===== config.mk =====
export PLATFORM = sky130hd
export DESIGN_NAME = humidity_temp_frame_decoder
export DESIGN_NICKNAME = d
export VERILOG_FILES = /design/src/htfd_pkg.sv /design/src/htfd_convert.sv /design/src/humidity_temp_frame_decoder.sv
export SDC_FILE = /design/constraint.sdc
export NUM_CORES = 1
export LEC_CHECK = 0
export BUFFER_PORTS_ARGS = -buffer_cell sky130_fd_sc_hd__buf_2
export CORE_MARGIN = 5
export CORE_UTILIZATION = 55
export CTS_CLUSTER_DIAMETER = 120
export DETAILED_ROUTE_END_ITERATION = 16
export GPL_TIMING_DRIVEN = 0
export HOLD_SLACK_MARGIN = 0.08
export PLACE_DENSITY_LB_ADDON = 0.15
export SLEW_MARGIN = 20
export SYNTH_ARGS = -nofsm -noshare
export SYNTH_HDL_FRONTEND = slang
export SYNTH_SLANG_ARGS = --single-unit

===== constraint.sdc =====
create_clock -name clk -period 7.4 [get_ports clk]
set_clock_uncertainty 0.05 [all_clocks]
set_input_delay 1.85 -clock clk [delete_from_list [all_inputs] [get_ports clk]]
set_output_delay 1.85 -clock clk [all_outputs]
set_load 0.01 [all_outputs]

===== src/htfd_pkg.sv =====
// ----------------------------------------------------------------------------
// htfd_pkg
// Shared types, constants and the CRC-8 helper for the reply decoder.
// ----------------------------------------------------------------------------
package htfd_pkg;

	localparam int unsigned BYTE_W  = 8;
	localparam int unsigned WORD_W  = 16;
	localparam int unsigned POS_W   = 3;
	localparam int unsigned TEMP_W  = 15;
	localparam int unsigned HUMI_W  = 14;
	localparam int unsigned OUT_DATA_W = 32;
	localparam int unsigned OUT_USER_W = 2;

	localparam logic [BYTE_W-1:0] CRC_POLY = 8'h31;
	localparam logic [BYTE_W-1:0] CRC_INIT = 8'hFF;

	// Temperature: floor(17500*raw/65536) - 4500, humidity: floor(10000*raw/65536).
	localparam logic [14:0] TEMP_SCALE  = 15'd17500;
	localparam logic [13:0] HUMI_SCALE  = 14'd10000;
	localparam logic [15:0] TEMP_OFFSET = 16'd4500;

	// Byte positions within one reply.
	localparam logic [POS_W-1:0] POS_T_HI  = 3'd0;
	localparam logic [POS_W-1:0] POS_T_LO  = 3'd1;
	localparam logic [POS_W-1:0] POS_T_CRC = 3'd2;
	localparam logic [POS_W-1:0] POS_H_HI  = 3'd3;
	localparam logic [POS_W-1:0] POS_H_LO  = 3'd4;
	localparam logic [POS_W-1:0] POS_H_CRC = 3'd5;

	typedef struct packed {
		logic [WORD_W-1:0] temp_word;
		logic [WORD_W-1:0] humi_word;
		logic              temp_ok;
		logic              humi_ok;
	} raw_reading_t;

	typedef struct packed {
		logic signed [TEMP_W-1:0] temperature_centi;
		logic        [HUMI_W-1:0] humidity_centi;
		logic                     temp_crc_ok;
		logic                     humi_crc_ok;
	} reading_t;

	// One byte of CRC-8, MSB first, no reflection.
	function automatic logic [BYTE_W-1:0] crc8_byte(input logic [BYTE_W-1:0] crc,
	                                                input logic [BYTE_W-1:0] data);
		logic [BYTE_W-1:0] c;
		c = crc ^ data;
		for (int k = 0; k < BYTE_W; k++) begin
			if (c[BYTE_W-1]) begin
				c = {c[BYTE_W-2:0], 1'b0} ^ CRC_POLY;
			end else begin
				c = {c[BYTE_W-2:0], 1'b0};
			end
		end
		return c;
	endfunction

endpackage


===== src/htfd_convert.sv =====
// ----------------------------------------------------------------------------
// htfd_convert
// Scales the raw temperature and humidity words to hundredths.
// ----------------------------------------------------------------------------
module htfd_convert import htfd_pkg::*; (
	input  raw_reading_t raw,
	output reading_t     reading
);

	logic [30:0] temp_prod;
	logic [29:0] humi_prod;
	logic [15:0] temp_scaled;

	// A word that failed its check arrives here as zero already.
	assign temp_prod   = 31'(TEMP_SCALE) * 31'(raw.temp_word);
	assign humi_prod   = 30'(HUMI_SCALE) * 30'(raw.humi_word);
	assign temp_scaled = {1'b0, temp_prod[30:16]} - TEMP_OFFSET;

	always_comb begin
		reading.temperature_centi = signed'(temp_scaled[TEMP_W-1:0]);
		reading.humidity_centi    = humi_prod[29:16];
		reading.temp_crc_ok       = raw.temp_ok;
		reading.humi_crc_ok       = raw.humi_ok;
	end

endmodule


===== src/humidity_temp_frame_decoder.sv =====
// ----------------------------------------------------------------------------
// humidity_temp_frame_decoder
// Decodes six-byte humidity/temperature sensor replies into scaled readings.
// ----------------------------------------------------------------------------
// The block takes the bytes of a sensor reply one item at a time on the slave
// stream: temperature high, temperature low, temperature CRC, humidity high,
// humidity low, humidity CRC. Each word is checked with CRC-8 (polynomial 0x31,
// initial value 0xFF, no reflection); a word that fails is taken as zero and its
// ok flag is cleared. After the sixth byte one reading is sent on the master
// stream: temperature in hundredths of a degree Celsius and relative humidity in
// hundredths of a percent, both with floor rounding. Setting tuser on a byte
// marks it as the first of a reply and drops any partial reply; without it the
// position simply wraps after six bytes. A byte is registered on entry and
// decoded from that input register, and the reading that a sixth byte
// completes is written to the output register and offered from there. One
// byte is accepted per clock cycle; the only thing that holds the input back
// is a finished reading still waiting in the output register while the next
// sixth byte wants to leave.
module humidity_temp_frame_decoder import htfd_pkg::*; (
	input  logic                  clk,
	input  logic                  arst_n,
	input  logic                  s_axis_tvalid,
	output logic                  s_axis_tready,
	input  logic [BYTE_W-1:0]     s_axis_tdata,  // [7:0] rx_byte
	input  logic                  s_axis_tuser,  // [0] frame_start
	output logic                  m_axis_tvalid,
	input  logic                  m_axis_tready,
	output logic [OUT_DATA_W-1:0] m_axis_tdata,  // [14:0] temperature_centi,
	                                             // [28:15] humidity_centi, rest zero
	output logic [OUT_USER_W-1:0] m_axis_tuser   // [0] temp_crc_ok, [1] humi_crc_ok
);

	// Input register.
	logic              valid_s1;
	logic [BYTE_W-1:0] byte_s1;
	logic              start_s1;

	// Decoder state.
	logic [POS_W-1:0]  pos_q;
	logic [BYTE_W-1:0] crc_q;
	logic [BYTE_W-1:0] high_q;
	logic [WORD_W-1:0] temp_word_q;
	logic [WORD_W-1:0] humi_word_q;
	logic              temp_ok_q;

	// Output register.
	logic              out_valid_q;
	reading_t          reading_q;

	logic [POS_W-1:0]  cur_pos;
	logic [BYTE_W-1:0] crc_next;
	logic              crc_match;
	logic              emit;
	logic              advance;
	raw_reading_t      raw;
	reading_t          reading;

	// A byte that carries the start flag, or an impossible position, restarts
	// the reply at the temperature high byte.
	assign cur_pos = (start_s1 || pos_q > POS_H_CRC) ? POS_T_HI : pos_q;

	// The high bytes start a fresh CRC; the low bytes continue it.
	assign crc_next  = crc8_byte((cur_pos == POS_T_HI || cur_pos == POS_H_HI) ? CRC_INIT
	                             : crc_q, byte_s1);
	assign crc_match = (crc_q == byte_s1);

	assign emit    = valid_s1 && (cur_pos == POS_H_CRC);
	// The registered byte moves on unless it would produce a reading while the
	// previous one is still waiting to be taken.
	assign advance = !(emit && out_valid_q && !m_axis_tready);
	assign s_axis_tready = !valid_s1 || advance;

	always_comb begin
		raw.temp_word = temp_word_q;
		raw.humi_word = crc_match ? humi_word_q : '0;
		raw.temp_ok   = temp_ok_q;
		raw.humi_ok   = crc_match;
	end

	htfd_convert u_convert (
		.raw     (raw),
		.reading (reading)
	);

	always_ff @(posedge clk or negedge arst_n) begin
		if (!arst_n) begin
			valid_s1 <= 1'b0;
		end else if (s_axis_tready) begin
			valid_s1 <= s_axis_tvalid;
		end
	end

	always_ff @(posedge clk) begin
		if (s_axis_tready && s_axis_tvalid) begin
			byte_s1  <= s_axis_tdata;
			start_s1 <= s_axis_tuser;
		end
	end

	always_ff @(posedge clk or negedge arst_n) begin
		if (!arst_n) begin
			pos_q       <= POS_T_HI;
			crc_q       <= CRC_INIT;
			high_q      <= '0;
			temp_word_q <= '0;
			humi_word_q <= '0;
			temp_ok_q   <= 1'b0;
		end else if (valid_s1 && advance) begin
			pos_q <= (cur_pos == POS_H_CRC) ? POS_T_HI : cur_pos + POS_W'(1);
			case (cur_pos)
				POS_T_HI, POS_H_HI: begin
					crc_q  <= crc_next;
					high_q <= byte_s1;
				end
				POS_T_LO: begin
					crc_q       <= crc_next;
					temp_word_q <= {high_q, byte_s1};
				end
				POS_H_LO: begin
					crc_q       <= crc_next;
					humi_word_q <= {high_q, byte_s1};
				end
				POS_T_CRC: begin
					temp_ok_q <= crc_match;
					if (!crc_match) begin
						temp_word_q <= '0;
					end
				end
				default: begin
					if (!crc_match) begin
						humi_word_q <= '0;
					end
				end
			endcase
		end
	end

	always_ff @(posedge clk or negedge arst_n) begin
		if (!arst_n) begin
			out_valid_q <= 1'b0;
		end else if (emit && advance) begin
			out_valid_q <= 1'b1;
		end else if (m_axis_tready) begin
			out_valid_q <= 1'b0;
		end
	end

	always_ff @(posedge clk) begin
		if (emit && advance) begin
			reading_q <= reading;
		end
	end

	assign m_axis_tvalid = out_valid_q;
	assign m_axis_tdata  = {3'b000, reading_q.humidity_centi, reading_q.temperature_centi};
	assign m_axis_tuser  = {reading_q.humi_crc_ok, reading_q.temp_crc_ok};

`ifndef NO_ASSERTIONS
	// A failed temperature check must read as the bottom of the range.
	assert property (@(posedge clk) disable iff (!arst_n)
		(m_axis_tvalid && !m_axis_tuser[0]) |-> (m_axis_tdata[14:0] == 15'h6E6C))
		else $error("temperature not forced low after CRC failure");

	// A failed humidity check must read as zero.
	assert property (@(posedge clk) disable iff (!arst_n)
		(m_axis_tvalid && !m_axis_tuser[1]) |-> (m_axis_tdata[28:15] == '0))
		else $error("humidity not forced to zero after CRC failure");

	// The byte position never leaves the six legal values.
	assert property (@(posedge clk) disable iff (!arst_n)
		pos_q <= POS_H_CRC)
		else $error("byte position out of range");

	// Consuming a humidity CRC byte always leaves a reading in the output register.
	assert property (@(posedge clk) disable iff (!arst_n)
		(emit && advance) |=> (m_axis_tvalid && pos_q == POS_T_HI))
		else $error("reading lost after sixth byte");
`endif

endmodule

==> summary.log <==
[run] max-cap viol count 0
[global_routing] vias in the first global route 6584
[finish] final cell area excluding filler cells 10400 µm²
[die] initial cell density of the core 55.5%
[worst_setup_path] critical path data arrival time 7040 ps
[yosys] number of different library cells in the post-synthesis netlist 67
[yosys] Avg Cell Area, Syn 10.3 µm²
[yosys] Async SR Flop Fraction 57.4%
[worst_setup_path] nature of the critical path startpoint register
[die] Top Ports 49
[finish] commonest non-fill, non-tap cell in the layout sky130_fd_sc_hd__inv_1
[worst_setup_path] capturing element type of the critical path register
[yosys] prevailing post-synth register cell sky130_fd_sc_hd__dfrtp_1
[sta] fraction of the cycle the final worst path needs 94.6%
[yosys] number of flip-flops and latches in the synthesized netlist 94
[sta] setup repair after global routing missed its margin false
[global_routing] Total GRT Usage 18.8%
[die] standard cell core area 17200 µm²
[sta] worst slew pin tran 848 ps
[worst_setup_path] maximum fanout along the worst path 7
[drt] DRT iter0 DRCs 238
[worst_setup_path] crit path kind register to register
[die] number of standard-cell rows in the floorplan 48
[finish] ratio of cells with drive above 1 in the final layout 11.0%
[drt] per-cell via count in the routed design 5.25
[clocking] clock buffer count from CTS 9
[yosys] Post-synth EDFFs 40
[yosys] number of instances in the synthesized netlist 927
[sta] count of endpoints failing setup in the final report 0
[clocking] clk slew on worst S/H paths 70 ps
[sta] final number of max-transition violations 0
[clocking] source-to-sink clock delay at the later pin of the worst-skew pair 350 ps
[sta] number of endpoints with negative hold slack in the final report 0
[drt] Residual DRC 0
[clocking] Root Driver sky130_fd_sc_hd__clkbuf_16
[place] number of input and output port buffers inserted 45
[clocking] Sink Count 94
[min_path] worst hold path class register to register
[clocking] setup bufs post-CTS 0
[worst_setup_path] critical path required time 7450 ps
[yosys] Post-Synthesis Cell Area 9530 µm²
[sta] minimum clock period 7000 ps
[finish] layout overhead on the synthesized area 8.77%
[finish] Register Area 2560 µm²
[yosys] yosys warns 0
[finish] commonest non-fill, non-tap cells in the layout sky130_fd_sc_hd__inv_1 (167), sky130_fd_sc_hd__ha_1 (165), sky130_fd_sc_hd__fa_1 (78)
[global_routing] first-pass GRT wire length 30700 µm
[drt] overall routed net length 17300 µm
[die] die boundary width 142 µm
[place] Cell Count Post-Placement 1200
[die] area enclosed by the die boundary 20100 µm²
[global_routing] pin count of the biggest net entering global routing 55
[sta] fmax 0.143 GHz
[drt] number of nets with antenna violations after routing 0
[finish] count of non-filler cells in the finished layout 1215
[drt] number of iterations in the first detailed-routing pass 4
[place] Cell Area, Placed 10100 µm²
[clocking] count of hold-fix buffers inserted at cts 0
[clocking] TritonCTS clock tree built
[global_routing] total grt overflow 0
[sta] final setup TNS 0 ps
[outcome] status finished clean
[clocking] depth of the CTS H-tree 3
[finish] filler cell count 1531
[yosys] register area share after synthesis 26.9%
[global_routing] initial antenna violation count 0
[finish] area taken by multi-input logic gates 6230 µm²
[finish] number of nets in the layout 1241
[place] estimated wirelength of the detail-placed design 14100 µm
[clocking] clock buffer depth 2
[drt] total via count after detailed routing 6376
[sta] worst slew margin relative to its limit 43.3%
[drt] final routed wire length divided by cell count 14.2 µm
[finish] Ant. Diodes 0
[die] die span in y 142 µm
[place] final RePlAce weighted congestion 0.856
[what timing repair did]
action | in CTS | in global routing
gates cloned | 0 | 0
resized for setup | 1 | 4
setup endpoints to repair | 1 | 7
pin swaps | 0 | 0
[cell type report]
class	instances	area share, %
well taps	225	2.72
repair buffers	46	2.39
plain buffers	26	1.28
flip-flops and latches	94	24.7
inverters	167	6.05
clock inverters	7	0.592
clock buffers	9	2.17
multi-input cells	641	60.1
[worst paths after layout]
kind / startpoint / endpoint / slack [ps] / depth (start not counted)
max: temp_word_q[8] / m_axis_tdata[14] / 400 / 23
min: temp_ok_q / m_axis_tuser[0] / 400 / 0
max reg2reg: temp_word_q[8] / m_axis_tdata[14] / 400 / 23
min reg2reg: temp_ok_q / m_axis_tuser[0] / 400 / 0
max in group asynchronous: arst_n / temp_word_q[14] / 5370 / 1
min in group asynchronous: arst_n / humi_word_q[3] / 1480 / 1
[per-layer routing]
metal	up-vias	global-route usage, %	part of all wire [%]
li1	3232	-	-
met1	3049	25.6	48
met2	74	31.3	48
met3	21	2.80	2.6
met4	0	5.15	2.0
met5	-	0	0
[synth_stat cells (all sizes together) (6+ instances only)]
library cell	count	area, µm²
o21a	6	45.0
buf	8	61.3
nand3	10	50.1
nor3	13	70.1
xor2	20	175
edfxtp	40	1200
nand4	6	37.5
o21ai	36	180
a21o	23	175
clkbuf	19	72.6
a22o	16	140
mux2	12	135
dfrtp	46	1150
dfstp	8	210
inv	167	627
nor2	27	101
nand2b	9	56.3
and2	6	37.5
ha	165	2060
a21oi	20	100
xnor2	46	403
nand2	74	278
fa	78	1560
[sequential cells by signal, indices dropped and copies added, names as in the netlist, 2 cells and up]
register and flops:
humi_word_q 16, temp_word_q 16, m_axis_tuser 2, high_q 8, m_axis_tdata 29, pos_q 3, byte_s1 8, crc_q 8
[critical path: stages, from the launching register on]
cell                       delay (ps)
sky130_fd_sc_hd__dfrtp_1          590
sky130_fd_sc_hd__ha_1             330
sky130_fd_sc_hd__fa_1             470
sky130_fd_sc_hd__ha_1             300
sky130_fd_sc_hd__inv_1             70
sky130_fd_sc_hd__fa_1             440
sky130_fd_sc_hd__fa_1             540
sky130_fd_sc_hd__inv_1             40
sky130_fd_sc_hd__ha_1             320
sky130_fd_sc_hd__a211o_1          350
sky130_fd_sc_hd__a21o_2           220
sky130_fd_sc_hd__a211oi_1         380
sky130_fd_sc_hd__o21ai_0          300
sky130_fd_sc_hd__xnor2_1          290
sky130_fd_sc_hd__ha_1             300
sky130_fd_sc_hd__nor2b_1           80
sky130_fd_sc_hd__nand3_1           80
sky130_fd_sc_hd__o31ai_1           70
sky130_fd_sc_hd__a211oi_1         510
sky130_fd_sc_hd__a311oi_1         230
sky130_fd_sc_hd__a21o_1           250
sky130_fd_sc_hd__maj3_2           300
sky130_fd_sc_hd__o21ai_1          130
sky130_fd_sc_hd__o211ai_1         100
[kinds of logic after synthesis]
| logic type | share of synthesized area [%] |
|---|---|
| AOI/OAI and AO/OA | 10.2 |
| adders and majority gates | 38.2 |
| xor gates and xnor gates | 6.07 |
| DFF | 26.9 |
| buffers and inverters | 7.98 |
| muxes | 1.73 |
| other | 0.0394 |
| and+or+nand+nor | 8.90 |
[through the flow]
step | hold WS (ps) | utilization [%] | setup WS (ps)
3_5_place_dp | 383 | 58.6 | -26.2
2_1_floorplan | 369 | - | 1150
5_1_grt | 411 | 60.3 | 7.58
3_3_place_gp | 383 | 58.5 | -34.4
6_report | 401 | 60.3 | 403
4_1_cts | 401 | 60.3 | 121
Power is left out: the tool's default activity adds up to more than one toggle a clock period on the data nets, which glitch-free logic cannot reach.
